### config.mk
export PLATFORM = sky130hd
export DESIGN_NAME = xml_markup_tokenizer
export DESIGN_NICKNAME = d
export VERILOG_FILES = /design/src/hw/rtl/xmt_pkg.sv /design/src/hw/rtl/xml_markup_tokenizer.sv
export SDC_FILE = /design/constraint.sdc
export NUM_CORES = 1
export LEC_CHECK = 0
export BUFFER_PORTS_ARGS = -buffer_cell sky130_fd_sc_hd__buf_2
export CAP_MARGIN = 20
export CORE_MARGIN = 10
export CORE_UTILIZATION = 64
export CTS_CLUSTER_DIAMETER = 40
export DETAILED_ROUTE_END_ITERATION = 7
export PLACE_DENSITY = 0.82
export SLEW_MARGIN = 40
export SYNTH_ARGS = -nofsm -noshare
export SYNTH_HDL_FRONTEND = slang
export SYNTH_SLANG_ARGS = --single-unit
export TNS_END_PERCENT = 50
### constraint.sdc
create_clock -name clk -period 10.6 [get_ports clk]
set_input_delay 0.53 -clock clk [delete_from_list [all_inputs] [get_ports clk]]
set_output_delay 0.53 -clock clk [all_outputs]
set_load 0.05 [all_outputs]
### src/hw/rtl/xmt_pkg.sv
package xmt_pkg;

  // Largest document; the byte at DOC_BYTES-1 always ends it.
  localparam longint DOC_BYTES = 65536;
  localparam int POS_W = $clog2(DOC_BYTES);
  localparam logic [POS_W-1:0] LAST_POS = POS_W'(DOC_BYTES - 1);

  localparam int TOK_W = 16;

  // Result queue.
  localparam int Q_DEPTH = 4;
  localparam int Q_AW = $clog2(Q_DEPTH);
  localparam int Q_CW = $clog2(Q_DEPTH + 1);
  localparam logic [Q_CW-1:0] Q_READY_MAX = Q_CW'(Q_DEPTH - 2);

  typedef logic [POS_W-1:0] pos_t;
  typedef logic [POS_W:0] pos_x_t;

  typedef enum logic [3:0] {
    M_IDLE, M_TEXT, M_LT, M_TAG_NAME, M_TAG_ATTR, M_CLOSE_NAME, M_CLOSE_ATTR,
    M_DIRECTIVE, M_BANG, M_COMMENT_PFX, M_CDATA_PFX, M_COMMENT, M_CDATA
  } scan_mode_t;

  typedef enum logic [2:0] {
    K_OPEN  = 3'd0,
    K_SELF  = 3'd1,
    K_CLOSE = 3'd2,
    K_TEXT  = 3'd3,
    K_END   = 3'd4,
    K_ERROR = 3'd5
  } tok_kind_t;

  typedef enum logic [2:0] {
    E_NONE         = 3'd0,
    E_OPEN_TAG     = 3'd1,
    E_OPEN_COMMENT = 3'd2,
    E_OPEN_CDATA   = 3'd3,
    E_BAD_MARKUP   = 3'd4
  } err_code_t;

  localparam logic [7:0] CH_NUL    = 8'h00;
  localparam logic [7:0] CH_LT     = 8'h3C;
  localparam logic [7:0] CH_GT     = 8'h3E;
  localparam logic [7:0] CH_SLASH  = 8'h2F;
  localparam logic [7:0] CH_QUEST  = 8'h3F;
  localparam logic [7:0] CH_BANG   = 8'h21;
  localparam logic [7:0] CH_DASH   = 8'h2D;
  localparam logic [7:0] CH_LBRACK = 8'h5B;
  localparam logic [7:0] CH_RBRACK = 8'h5D;
  localparam logic [7:0] CH_SPACE  = 8'h20;
  localparam logic [7:0] CH_TAB    = 8'h09;
  localparam logic [7:0] CH_LF     = 8'h0A;
  localparam logic [7:0] CH_CR     = 8'h0D;

  localparam logic [3:0] CDATA_LEN = 4'd9;
  localparam logic [3:0] CDATA_AFTER_BRACK = 4'd3;
  localparam logic [3:0] CLOSER_RUN = 4'd2;

  typedef struct packed {
    logic [7:0] in_byte;
    logic       in_last;
  } in_item_t;

  typedef struct packed {
    tok_kind_t        token_kind;
    logic [TOK_W-1:0] token_start;
    logic [TOK_W-1:0] token_length;
    err_code_t        error_code;
    logic             run_last;
  } out_item_t;

  // Bytes of "<![CDATA[" by position; positions past the end give nul,
  // which never matches a content byte.
  function automatic logic [7:0] cdata_char(input logic [3:0] idx);
    logic [7:0] c;
    case (idx)
      4'd0:    c = CH_LT;
      4'd1:    c = CH_BANG;
      4'd2:    c = CH_LBRACK;
      4'd3:    c = 8'h43;
      4'd4:    c = 8'h44;
      4'd5:    c = 8'h41;
      4'd6:    c = 8'h54;
      4'd7:    c = 8'h41;
      4'd8:    c = CH_LBRACK;
      default: c = CH_NUL;
    endcase
    return c;
  endfunction

  function automatic logic is_blank(input logic [7:0] c);
    return (c == CH_SPACE) || (c == CH_TAB) || (c == CH_LF) || (c == CH_CR);
  endfunction

  function automatic out_item_t mk_res(input tok_kind_t kind, input pos_x_t start,
                                       input pos_x_t len, input err_code_t err);
    out_item_t r;
    r.token_kind   = kind;
    r.token_start  = TOK_W'(start);
    r.token_length = TOK_W'(len);
    r.error_code   = err;
    r.run_last     = 1'b0;
    return r;
  endfunction

endpackage

### src/hw/rtl/xml_markup_tokenizer.sv
// Streaming XML markup tokenizer. It takes one document byte per cycle and
// reports open, self-closing and close tags, text (CDATA sections count as
// text, markers included), a final end token, or an error token that stops
// the block until reset. Each token is a kind plus the offset and length of
// its text. Comments and <? > directives are skipped without a token. A nul
// byte, a byte flagged last, or the byte at offset DOC_BYTES-1 ends the
// document. The scanner state is updated in the cycle a byte is accepted and
// its results land in a four-entry result queue, so the first result can be
// taken in the cycle after the byte. The input side sustains one byte per
// clock; in_ready falls only when the queue holds three or more results,
// which happens when the output side stalls. A byte gives at most one
// result, except the one that ends the document, which may give a tag or
// text token, then the end or error token; run_last marks the last result
// of each byte. After the end or an error, bytes are still taken but ignored.
module xml_markup_tokenizer (
  input  logic              clk,
  input  logic              rst,
  input  logic              in_valid,
  output logic              in_ready,
  input  xmt_pkg::in_item_t  in_data,
  output logic              out_valid,
  input  logic              out_ready,
  output xmt_pkg::out_item_t out_data
);
  import xmt_pkg::*;

  // Scanner state.
  scan_mode_t scan_mode, scan_mode_next;
  pos_t       byte_position;
  pos_t       token_origin, token_origin_next;
  pos_t       name_stop, name_stop_next;
  pos_t       last_nonblank, last_nonblank_next;
  logic [7:0] previous_byte;
  logic [3:0] match_count, match_count_next;
  logic       halted, halted_next;
  logic       byte_fail;

  // Result queue.
  out_item_t       q [Q_DEPTH];
  logic [Q_AW-1:0] q_head, q_tail;
  logic [Q_CW-1:0] q_count;

  logic       in_fire, out_fire, work;
  logic [7:0] b;
  pos_t       pos;
  logic       doc_end;

  // Candidate results: one from the byte itself, then up to two from the
  // end of the document (pending text or an error, then the end token).
  logic      t_vld, f_vld, e_vld;
  out_item_t t_res, f_res, e_res;
  out_item_t res0, res1;
  logic [1:0] res_n, push_n;

  assign in_fire  = in_valid && in_ready;
  assign out_fire = out_valid && out_ready;
  assign work     = in_fire && !halted;

  assign b       = in_data.in_byte;
  assign pos     = byte_position;
  assign doc_end = in_data.in_last || (pos == LAST_POS);

  // Next scanner state.
  always_comb begin
    scan_mode_next     = scan_mode;
    token_origin_next  = token_origin;
    name_stop_next     = name_stop;
    last_nonblank_next = last_nonblank;
    match_count_next   = match_count;
    byte_fail          = 1'b0;

    if (b != CH_NUL) begin
      unique case (scan_mode) inside
        M_IDLE: begin
          if (!is_blank(b)) begin
            token_origin_next = pos;
            if (b == CH_LT) begin
              scan_mode_next = M_LT;
            end else begin
              scan_mode_next     = M_TEXT;
              last_nonblank_next = pos;
            end
          end
        end
        M_TEXT: begin
          if (b == CH_LT) begin
            token_origin_next = pos;
            scan_mode_next    = M_LT;
          end else if (!is_blank(b)) begin
            // Trailing blanks are trimmed because last_nonblank only moves
            // on content bytes.
            last_nonblank_next = pos;
          end
        end
        M_LT, M_TAG_NAME, M_TAG_ATTR: begin
          if (b == CH_QUEST && scan_mode == M_LT) begin
            scan_mode_next = M_DIRECTIVE;
          end else if (b == CH_SLASH && scan_mode == M_LT) begin
            scan_mode_next = M_CLOSE_NAME;
          end else if (b == CH_BANG && scan_mode == M_LT) begin
            scan_mode_next = M_BANG;
          end else if (b == CH_GT) begin
            // The name ends at '>' unless a blank already ended it.
            if (scan_mode != M_TAG_ATTR) begin
              name_stop_next = pos;
            end
            scan_mode_next = M_IDLE;
          end else if (is_blank(b) && scan_mode != M_TAG_ATTR) begin
            name_stop_next = pos;
            scan_mode_next = M_TAG_ATTR;
          end else if (scan_mode == M_LT) begin
            scan_mode_next = M_TAG_NAME;
          end
        end
        M_CLOSE_NAME, M_CLOSE_ATTR: begin
          if (b == CH_GT) begin
            if (scan_mode == M_CLOSE_NAME) begin
              name_stop_next = pos;
            end
            scan_mode_next = M_IDLE;
          end else if (is_blank(b) && scan_mode == M_CLOSE_NAME) begin
            name_stop_next = pos;
            scan_mode_next = M_CLOSE_ATTR;
          end
        end
        M_DIRECTIVE: begin
          if (b == CH_GT) begin
            scan_mode_next = M_IDLE;
          end
        end
        M_BANG: begin
          if (b == CH_DASH) begin
            scan_mode_next = M_COMMENT_PFX;
          end else if (b == CH_LBRACK) begin
            scan_mode_next   = M_CDATA_PFX;
            match_count_next = CDATA_AFTER_BRACK;
          end else begin
            byte_fail = 1'b1;
          end
        end
        M_COMMENT_PFX: begin
          if (b == CH_DASH) begin
            scan_mode_next   = M_COMMENT;
            match_count_next = '0;
          end else begin
            byte_fail = 1'b1;
          end
        end
        M_CDATA_PFX: begin
          if (b == cdata_char(match_count)) begin
            if (match_count + 4'd1 == CDATA_LEN) begin
              scan_mode_next   = M_CDATA;
              match_count_next = '0;
            end else begin
              match_count_next = match_count + 4'd1;
            end
          end else begin
            byte_fail = 1'b1;
          end
        end
        M_COMMENT: begin
          if (b == CH_DASH) begin
            if (match_count < CLOSER_RUN) begin
              match_count_next = match_count + 4'd1;
            end
          end else if (b == CH_GT && match_count >= CLOSER_RUN) begin
            scan_mode_next = M_IDLE;
          end else begin
            match_count_next = '0;
          end
        end
        M_CDATA: begin
          if (b == CH_RBRACK) begin
            if (match_count < CLOSER_RUN) begin
              match_count_next = match_count + 4'd1;
            end
          end else if (b == CH_GT && match_count >= CLOSER_RUN) begin
            scan_mode_next = M_IDLE;
          end else begin
            match_count_next = '0;
          end
        end
        default: begin
          scan_mode_next = M_IDLE;
        end
      endcase
    end

    // Bad markup, a nul byte or the end of the document stops the scanner.
    halted_next = halted || byte_fail || (b == CH_NUL) || doc_end;
  end

  // Results the byte causes.
  always_comb begin
    t_vld = 1'b0;
    f_vld = 1'b0;
    e_vld = 1'b0;
    t_res = '0;
    f_res = '0;
    e_res = '0;

    if (b != CH_NUL) begin
      unique case (scan_mode) inside
        M_TEXT: begin
          if (b == CH_LT) begin
            t_vld = 1'b1;
            t_res = mk_res(K_TEXT, pos_x_t'(token_origin),
                           pos_x_t'(last_nonblank) + pos_x_t'(1) - pos_x_t'(token_origin),
                           E_NONE);
          end
        end
        M_LT, M_TAG_NAME, M_TAG_ATTR: begin
          if (b == CH_GT) begin
            t_vld = 1'b1;
            t_res = mk_res((previous_byte == CH_SLASH) ? K_SELF : K_OPEN,
                           pos_x_t'(token_origin) + pos_x_t'(1),
                           pos_x_t'(name_stop_next) - pos_x_t'(token_origin) - pos_x_t'(1),
                           E_NONE);
          end
        end
        M_CLOSE_NAME, M_CLOSE_ATTR: begin
          if (b == CH_GT) begin
            t_vld = 1'b1;
            t_res = mk_res(K_CLOSE, pos_x_t'(token_origin) + pos_x_t'(2),
                           pos_x_t'(name_stop_next) - pos_x_t'(token_origin) - pos_x_t'(2),
                           E_NONE);
          end
        end
        M_CDATA: begin
          if (b == CH_GT && match_count >= CLOSER_RUN) begin
            // The whole section, markers included, is one text token.
            t_vld = 1'b1;
            t_res = mk_res(K_TEXT, pos_x_t'(token_origin),
                           pos_x_t'(pos) + pos_x_t'(1) - pos_x_t'(token_origin), E_NONE);
          end
        end
        default: begin
        end
      endcase
    end

    // A "<!" sequence that is neither a comment nor CDATA points at its '<'.
    if (byte_fail) begin
      t_vld = 1'b1;
      t_res = mk_res(K_ERROR, pos_x_t'(token_origin), '0, E_BAD_MARKUP);
    end

    // End of document: flush pending text, or flag whatever is still open.
    if (!halted && !byte_fail && (b == CH_NUL || doc_end)) begin
      unique case (scan_mode_next) inside
        M_IDLE: begin
          e_vld = 1'b1;
        end
        M_TEXT: begin
          f_vld = 1'b1;
          f_res = mk_res(K_TEXT, pos_x_t'(token_origin_next),
                         pos_x_t'(last_nonblank_next) + pos_x_t'(1)
                           - pos_x_t'(token_origin_next),
                         E_NONE);
          e_vld = 1'b1;
        end
        M_BANG, M_COMMENT_PFX, M_CDATA_PFX: begin
          f_vld = 1'b1;
          f_res = mk_res(K_ERROR, pos_x_t'(token_origin_next), '0, E_BAD_MARKUP);
        end
        M_COMMENT: begin
          f_vld = 1'b1;
          f_res = mk_res(K_ERROR, pos_x_t'(token_origin_next), '0, E_OPEN_COMMENT);
        end
        M_CDATA: begin
          f_vld = 1'b1;
          f_res = mk_res(K_ERROR, pos_x_t'(token_origin_next), '0, E_OPEN_CDATA);
        end
        default: begin
          f_vld = 1'b1;
          f_res = mk_res(K_ERROR, pos_x_t'(token_origin_next), '0, E_OPEN_TAG);
        end
      endcase
      // The end token sits at the nul byte, or one past the last byte.
      e_res = mk_res(K_END, (b == CH_NUL) ? pos_x_t'(pos) : pos_x_t'(pos) + pos_x_t'(1),
                     '0, E_NONE);
    end
  end

  // Pack the candidates into at most two queue slots, in order. Only the
  // byte that ends the document can fill both.
  always_comb begin
    res0  = '0;
    res1  = '0;
    res_n = 2'd0;
    if (t_vld) begin
      res0  = t_res;
      res_n = 2'd1;
    end
    if (f_vld) begin
      if (res_n == 2'd0) begin
        res0 = f_res;
      end else begin
        res1 = f_res;
      end
      res_n = res_n + 2'd1;
    end
    if (e_vld) begin
      if (res_n == 2'd0) begin
        res0 = e_res;
      end else begin
        res1 = e_res;
      end
      res_n = res_n + 2'd1;
    end
    if (res_n == 2'd1) begin
      res0.run_last = 1'b1;
    end
    if (res_n == 2'd2) begin
      res1.run_last = 1'b1;
    end
    push_n = work ? res_n : 2'd0;
  end

  // Scanner registers.
  always_ff @(posedge clk) begin
    if (rst) begin
      scan_mode     <= M_IDLE;
      byte_position <= '0;
      token_origin  <= '0;
      name_stop     <= '0;
      last_nonblank <= '0;
      previous_byte <= '0;
      match_count   <= '0;
      halted        <= 1'b0;
    end else if (work) begin
      scan_mode     <= scan_mode_next;
      byte_position <= byte_position + pos_t'(1);
      token_origin  <= token_origin_next;
      name_stop     <= name_stop_next;
      last_nonblank <= last_nonblank_next;
      previous_byte <= b;
      match_count   <= match_count_next;
      halted        <= halted_next;
    end
  end

  // Queue control. Ready leaves room for the two results of a final byte.
  assign in_ready  = (q_count <= Q_READY_MAX);
  assign out_valid = (q_count != '0);
  assign out_data  = q[q_head];

  always_ff @(posedge clk) begin
    if (rst) begin
      q_head  <= '0;
      q_tail  <= '0;
      q_count <= '0;
    end else begin
      if (out_fire) begin
        q_head <= q_head + Q_AW'(1);
      end
      q_tail  <= q_tail + Q_AW'(push_n);
      q_count <= q_count + Q_CW'(push_n) - Q_CW'(out_fire);
    end
  end

  always_ff @(posedge clk) begin
    if (push_n != 2'd0) begin
      q[q_tail] <= res0;
    end
    if (push_n == 2'd2) begin
      q[q_tail + Q_AW'(1)] <= res1;
    end
  end

endmodule

; Word-level counts from Yosys, hierarchy flattened
; Memories as Yosys holds them, arrays and structs flattened. A register that Yosys moved wholly into a read port is not among the register bits.
; Cells that the tools add are included.
[classes]
addsub = 20
magnitude_cmp = 3
eq_ne = 42
n_mux = 106
reduce_logical = 36
[op_table]
columns = op, count
row1 = 39-bit 2-to-1 mux, 12
row2 = 16-bit 2-to-1 mux, 19
row3 = 39-bit case mux with 5 select lines, 1
row4 = 38-bit 2-to-1 mux, 4
row5 = 38-bit case mux with 4 select lines, 1
row6 = 4-bit 2-to-1 mux, 31
row7 = 16-bit case mux with 2 select lines, 3
row8 = 16-bit by 1-bit adder with 16-bit output (second input constant), 5
row9 = 8-bit by 6-bit equality test with 1-bit output (second input constant), 8
row10 = 16-bit subtractor, 4
row11 = 4-bit equality test (second input constant), 11
row12 = 4-bit case mux with 10 select lines, 1
row13 = 37-bit 2-to-1 mux, 1
row14 = 8-bit by 4-bit equality test with 1-bit output (second input constant), 3
row15 = 1-bit 2-to-1 mux, 22
row16 = 4-bit case mux with 5 select lines, 1
row17 = 16-bit by 2-bit adder with 16-bit output (second input constant), 1
row18 = 16-bit equality test (second input constant), 1
row19 = 4-bit by 3-bit equality test with 1-bit output (second input constant), 4
row20 = 8-bit by 7-bit equality test with 1-bit output (second input constant), 2
row21 = 8-bit 2-to-1 mux, 2
row22 = 16-bit by 1-bit subtractor with 16-bit output (second input constant), 1
row23 = 16-bit by 2-bit subtractor with 16-bit output (second input constant), 1
row24 = 2-bit 2-to-1 mux, 6
row25 = other kinds (31), 62
[word_totals]
regBits = 88
ram_bits = 156
rom_bits = 112
output_inout_bits = 41
elab_cells = 220
memories = 2
[memory_table]
columns = memory, depth, width, rd, rd_clocked_by_memory_dff, write_ports, line
row1 = q, 4, 39, 1, 1, 2, xml_markup_tokenizer.sv:39  ; out_item_t q [Q_DEPTH];
row2 = (no name shown), 16, 7, 1, 1, 0, xmt_pkg.sv:76  ; case (idx)

; Longest topological paths before layout
; Gate-level depths: netlist (run 1).
[logic_depth]
word_depth = 24
ltp_mapped = 23
mapped_depth_nobuf = 21

; Worst setup path after synthesis (run 1)
; Ideal clock, no wire load.
[synth_path]
kind = in2reg
from = in in_data[7] in the netlist's numbering
to = mem q[0][0] in the netlist's numbering (enable)
setup_ns = 0.543
arrival_time_ns = 7.407
required_ns = 10.057
path_slack_ns = 2.650
stages = 14
n_path_buf = 3
cell_sequence = buf_2 or4b_4 nor4_4 nor3_1 o31a_1 a311oi_4 nor4b_2 buf_4 a21oi_2 ha_1 clkbuf_1 a21oi_1 a21oi_1 o41ai_1
[synth_rtl]
columns = item, line
row1 = start: declaration, xml_markup_tokenizer.sv:20  ; input xmt_pkg::in_item_t in_data,
row2 = end: declaration, xml_markup_tokenizer.sv:39

==> results by group, run 1 <==
Clock tree
  – Clk_lat worst skew: 0.54 ns
  – CTS tree: done
  – Clock net sink count: roughly 250
  – Hold-fix buffer count after cts: 0
  – Clk slew on worst S/H paths: 0.05 ns
  – Postcts setup bufs: 0
  – CTS resizes: 0
  – H-tree depth: 2
  – CTS root buf: clkbuf_16
  – Max clock buf depth: 3
  – Num CTS Buffers: 37

Timing
  – Fin. Hold Viols: 0
  – RSZ-0062 raised after global routing: no
  – Hold slack: around 0.32 ns
  – Max Fclk: between 0.15 and 0.2 GHz
  – Final setup fails: 0
  – Clock skew: roughly 0.027 ns
  – Minimum clock period: between 6 and 7 ns
  – Fin Setup TNS: 0 ns
  – Worst-Margin Slew: between 0.8 and 0.9 ns
  – Period Utilization, post-route: 0.601
  – Max-slew violations: 0
  – Slew HR: 0.432

Routing
  – DR vias: ~16000
  – Drt total wl: roughly 55000 um
  – TritonRoute pass-1 iters: 6
  – DR WL/cell: between 20 and 25 um
  – Via density: between 6 and 7
  – Antenna viol nets, final: 0
  – DR DRC count: 0
  – Iter 0 DRT Violations: 2038

Placed design
  – IO Port Bufs: 53
  – Inst Count DP: roughly 2300
  – Routability cong.: ~1
  – DP HPWL: between 30000 and 40000 um

Power
  – Flop pwr share: 0.292
  – Leakage: about 7.6 nW
  – Sw Ratio: 0.397
  – Clk network pwr share: 0.298
  – Combinational power share: 0.410
  – Cell internal pwr: between 0.002 and 0.0025 W
  – Worst VDD drop: ~180 uV
  – Pwr Density: between 200 and 250 nW/um2
  – Psw: roughly 0.0016 W

Worst setup path
  – Worst Path Required: 10.86 ns
  – Cell family with most CP delay: simple AND/OR/NAND/NOR gates
  – Setup CP Type: in2reg
  – Crit-path slowest cell: or3_1
  – Worst setup EP type: flop
  – Crit path buf inv count: 2
  – CP Max Fanout: 14
  – Critical-path cell list: buf_2, or2_2, nor4_1, nor3_1, or3_1, mux2i_1, ha_1, inv_1, fa_1, a211oi_1, o21ai_0, nand4_1, o311ai_1, or4b_1, or4b_2, a21boi_0, o221ai_1, a22oi_1, nor2_1
  – Crit path largest cell delay: 0.69 ns
  – WP data arrival: 6.63 ns
  – CP startpoint kind: primary input

Synthesis
  – Synth area leaders: edfxtp_1, dfxtp_1, ha_1
  – Warnings from Yosys: 0
  – Sequential fraction of the synthesis area: 0.361
  – Most frequent cells after synthesis: nor2_1, edfxtp_1, nand2_1
  – Syn Nets: roughly 2100
  – Synthesized area: 18400 um2
  – Yosys cell types: 95
  – Top cell type by total area after synthesis: edfxtp_1
  – Post-synth EDFFs: approximately 160
  – Syn Inst Count: between 1500 and 2000
  – Top-count cell post-synth: nor2_1
  – Seq cells post-synth: about 250
  – Post-synth top area share: 0.255
  – Async S/R FF share, synth: 0
  – Top FF cell, synth: edfxtp_1
  – Syn_area_per_cell: approximately 9.4 um2

Floorplan
  – Core Area: between 20000 and 30000 um2
  – IO Pins: 54
  – Die area: around 36000 um2
  – Die Span Y: 189 um
  – Die width: around 190 um
  – Starting Density: 0.654
  – Rows: 61

GRT
  – GRT Util Overall: 0.301
  – Vias in the first global route: 15300
  – Initial antenna violation count: 0
  – Largest net degree at the start of global routing: 92
  – First-pass GRT wire length: approximately 87000 um
  – GRT overflow: 0

Cells and area
  – Fraction of layout cells with a size suffix above 1: 0.145
  – Number of antenna diodes: 0
  – Final core utilization: 0.714
  – Area delta synth->final: 9.11%
  – Final Non-Filler Cells: 2349
  – Layout net count: roughly 2100

Min path
  – Hold crit path type: in2reg

Status
  – Status: complete, no violations

Flow run
  – # Max-Cap Violations: 0
==> cell families (layout without fill, tap and decap cells) <==
family          count (synthesis)  in the layout  share of synthesized area
flops                         253            253                      0.361
buf+inv                       197            217                     0.0477
compound gates                431            431                      0.160
simple gates                  679            679                      0.180
fa+ha+maj                     109            109                     0.0763
xor+xnor                      113            113                     0.0546
mux                           169            169                      0.121
==> tightest hold or removal path, delay by kind of cell <==
family                 cells  cell delay, ns
buffers and inverters      1            0.15
AOI/OAI and AO/OA          1            0.05
and+or+nand+nor            1            0.07
==> layout by cell type (no fill, tap or decap), types with 12 or more instances in the layout <==
cell	count
nor2_1	236
edfxtp_1	156
nand2_1	149
a21oi_1	120
ha_1	103
mux2i_1	99
dfxtp_1	95
o21ai_0	82
nor3_1	75
inv_1	67
xnor2_1	66
buf_2	53
xor2_1	46
mux4_2	39
clkbuf_16	39
mux2_2	31
nand3_1	29
buf_4	27
or3_1	24
nor2b_1	24
nand2b_1	19
a22oi_1	19
a21o_1	19
o21a_1	16
nor4_1	15
a31oi_1	15
o211ai_1	15
and3_1	14
a211oi_1	14
and2_1	12
==> metrics by stage <==
step | instance area, um2 | power (W) | setup WS [ns]
6_report | 20100 | 0.00414 | 4.23
3_3_place_gp | 18700 | 0.00284 | 3.92
2_1_floorplan | 18400 | 0.00250 | 2.65
3_5_place_dp | 18800 | 0.00288 | 3.79
5_1_grt | 20100 | 0.00432 | 3.83
4_1_cts | 20000 | 0.00410 | 4.32
==> routing by layer <==
| layer | routed length [um] | up-vias | GRT usage |
|---|---|---|---|
| met5 | 0 | - | 0 |
| met4 | 2220 | 0 | 0.121 |
| met3 | 5550 | 148 | 0.0581 |
| met2 | 24700 | 936 | 0.469 |
| met1 | 22500 | 7514 | 0.406 |
| li1 | - | 7189 | - |
==> registers in the layout, indices dropped and copies added (netlist names), named ones only <==
register	flops
previous_byte	8
q	156
scan_mode	4
token_origin	16
last_nonblank	16
q_head	2
halted	1
byte_position	16
name_stop	16
match_count	4
q_tail	2
q_count	3
==> area by class of cell <==
cell class,instances,area (um2)
multi-input cells,1501,10900
fillers,2113,8040
flip-flops and latches,253,6630
clock buffers,46,1020
repair buffers,83,495
well taps,378,473
inverters,67,251
clock inverters,21,236
==> power by group through the flow <==
stage	clock, W	combinational (W)	sequential [W]
floorplan	0	0.00130	0.00120
global placement	0	0.00162	0.00122
detailed placement	0	0.00165	0.00122
CTS	0.00124	0.00166	0.00121
global route	0.00128	0.00183	0.00121
finish	0.00123	0.00169	0.00121
==> worst paths after layout <==
check / cells past startpoint / end / slack, ns / start
worst min-delay path: 3 / previous_byte[2] / 0.32 / in_data[3]
worst min register to register: 2 / previous_byte[2] / 0.46 / previous_byte[2]
worst max-delay path: 19 / q[0][19] / 4.23 / in_data[8]
worst max register to register: 17 / q[0][19] / 4.33 / scan_mode[1]
(Power assumes the default switching activity.)
==> run 2: changes to the inputs <==
Clock period 10.6 ns to 5.9 ns, I/O delays scaled along.
==> run 2 against run 1 <==
  * Clock power is 84% higher
  * Design area is 1.6% higher
  * Global-route usage is 0.67 points higher
  * Critical path depth stayed put
  * Clock-buffer cell count is 1 lower
  * Setup slack worse by 3.9 ns
  * Sequential share of layout area is 0.51 points lower
  * Via count is 2.5% higher
  * Routed wire length is 4.0% higher
  * Critical path type is now reg2reg
  * Critical endpoint is now q[2][19]
  * Largest power group unchanged
==> results by group, run 2 (synthesis gave the netlist of run 1 again) <==
Timing
  – Max Fclk: roughly 0.18 GHz
  – RSZ-0062 raised after global routing: no
  – Slew HR: 0.402 (-0.0298)
  – Hold slack: 0.0921 ns (-0.232 ns)
  – Max-slew violations: 0 (unchanged)
  – Period Utilization, post-route: 0.940
  – Worst-Margin Slew: 0.889 ns (+0.0371 ns)
  – Fin. Hold Viols: 0 (unchanged)
  – Final setup fails: 0 (unchanged)
  – Minimum clock period: ~5.5 ns
  – Clock skew: 0.0485 ns (+0.0211 ns)

Clock tree
  – Hold-fix buffer count after cts: 0 (unchanged)
  – Clk_lat worst skew: 0.55 ns (about the same)
  – CTS root buf: clkbuf_16
  – Postcts setup bufs: 0 (unchanged)
  – CTS tree: done
  – Clk slew on worst S/H paths: 0.06 ns (about the same)
  – Clock net sink count: 253 (unchanged)
  – H-tree depth: 2 (unchanged)
  – Num CTS Buffers: 39 (+5.4%)
  – Max clock buf depth: 3 (unchanged)

Routing
  – DR DRC count: 0 (unchanged)
  – DR WL met3: 6300 um (+13%)
  – DR vias: 16200 (+2.5%)
  – Via density: 6.78 (+0.86%)
  – Drt total wl: 57100 um (+4.0%)
  – Top layer in use: met4
  – Antenna viol nets, final: 0 (unchanged)
  – M1 wire length: 22500 um (-0.18%)
  – DR WL/cell: 23.9 um (+2.3%)
  – Iter 0 DRT Violations: 2203 (+8.1%)
  – Routed met2 length: 26100 um (+5.6%)
  – TritonRoute pass-1 iters: 8 (+2)

Worst setup path
  – Cell family with most CP delay: simple AND/OR/NAND/NOR gates
  – WP data arrival: 5.83 ns (-0.80 ns)
  – Crit-path slowest cell: or4b_2
  – Setup CP Type: reg2reg
  – Crit path buf inv count: 3 (+1)
  – Crit path largest cell delay: 0.63 ns (-0.06 ns)
  – Critical-path cell list: buf_4, nor2b_1, a21oi_1, or3_1, buf_4, mux2_2, fa_1, xor2_1, inv_1, ha_1, nand2_1, mux2_2, or4_1, a21oi_1, or4b_2, a21boi_0, o221ai_1, a22oi_1, nor2_1
  – CP Max Fanout: 15 (+1)
  – Worst Path Required: 6.19 ns (-4.67 ns)
  – CP startpoint kind: flop
  – Flop2flop setup slack: 0.35 ns (-3.98 ns)
  – Worst setup EP type: flop

Cells and area
  – Top reg by flops: q
  – Fraction of layout cells with a size suffix above 1: 0.160 (+0.0151)
  – Area delta synth->final: 10.8%
  – Commonest non-fill, non-tap cell in the layout: nor2_1
  – Multi-input combinational cell area: 10900 um2 (about the same)
  – FF/Latch Area: 6630 um2 (unchanged)
  – Commonest cells after routing, fill and taps aside: nor2_1, edfxtp_1, nand2_1
  – Layout net count: 2103 (+1.8%)
  – Number of antenna diodes: 0 (unchanged)
  – Final core utilization: 0.725 (+0.0112)
  – Max reg flops: 156 (unchanged)
  – Fillcell total: 2065 (-2.3%)

GRT
  – GRT Util Overall: 0.308 (+0.00670)
  – First-pass GRT wire length: 88200 um (+1.6%)
  – Largest net degree at the start of global routing: 91 (-1.1%)
  – Initial antenna violation count: 0 (unchanged)
  – GRT overflow: 0 (unchanged)
  – Vias in the first global route: 15500 (+1.0%)

Floorplan
  – Core Area: 28100 um2 (unchanged)
  – Die width: 189 um (unchanged)
  – Rows: 61 (unchanged)
  – Starting Density: 0.654 (unchanged)
  – Die area: 35900 um2 (unchanged)
  – IO Pins: 54 (unchanged)
  – Die Span Y: 189 um (unchanged)

Placed design
  – Routability cong.: 1.04 (+2.6%)
  – IO Port Bufs: 53 (unchanged)
  – DP HPWL: 39800 um (+3.9%)

Power
  – Pwr Density: 372 nW/um2 (+80%)
  – Worst VDD drop: 300 uV (+64%)
  – Leakage: 7.79 nW (+2.6%)

Flow run
  – # Max-Cap Violations: 0 (unchanged)

Min path
  – Hold crit path type: in2reg

Status
  – Status: complete, no violations
## run 2: cell count changes in the layout (fill, tap and decap cells not counted), moves of 2 or more
cell      before  now
buf_12         0    2
buf_4         27   62
clkinv_4       6    4
clkinv_8       1    3
inv_6          1    3
inv_8          0    4
nor3_2         5    3
## run 2: area by class of cell
type | instances | area share
Tap cell | 378 | 0.0232
Inverter | 67 | 0.0123
Clock inverter | 25 | 0.0129
Clock buffer | 45 | 0.0500
Timing Repair Buffer | 119 | 0.0390
Sequential cell | 253 | 0.326
Multi-Input combinational cell | 1501 | 0.537
## run 2: path summary, 6_finish.rpt
kind | endpoint | cells past startpoint | start
hold reg to reg | previous_byte[5] | 2 | previous_byte[5]
setup / recovery | q[2][19] | 19 | scan_mode[1]
setup reg to reg | q[2][19] | 19 | scan_mode[1]
hold / removal | previous_byte[6] | 3 | in_data[7]
## run 2: what timing repair did
action,4_1_cts,5_1_grt
gates resized for setup,0,3
endpoints found under the setup margin,0,11
hold endpoints to repair,0,0
## run 2: tightest hold or removal path, delay by kind of cell
kind | cells | cell delay [ns]
buf+inv | 1 | 0.14
compound gates | 1 | 0.05
simple gates | 1 | 0.07
## run 2: per-layer routing
layer / vias up / GRT usage
met2: 1075 / 0.486
met4: 0 / 0.123
li1: 7263 / -
met3: 155 / 0.0608
met5: - / 0
met1: 7694 / 0.408
## run 2: report_power, final
group          total (W)  internal, W  switching [W]
Combinational    0.00315      0.00110        0.00205
Sequential       0.00217      0.00207       0.000104
Clock            0.00226      0.00136       0.000900
## run 2: per-stage QoR
stage | worst slack [ns] | area, um2 | cells | setup TNS, ns | total power, W
finish | 0.352 | 20400 | 2388 | 0 | 0.00757
global route | 0.0411 | 20400 | 2388 | 0 | 0.00789
CTS | 0.357 | 20300 | 2387 | 0 | 0.00752
detailed placement | -0.0462 | 19100 | 2317 | -0.137 | 0.00526
global placement | 0.0484 | 19100 | 2317 | 0 | 0.00520
floorplan | -1.82 | 18400 | 1951 | -158.66 | 0.00448
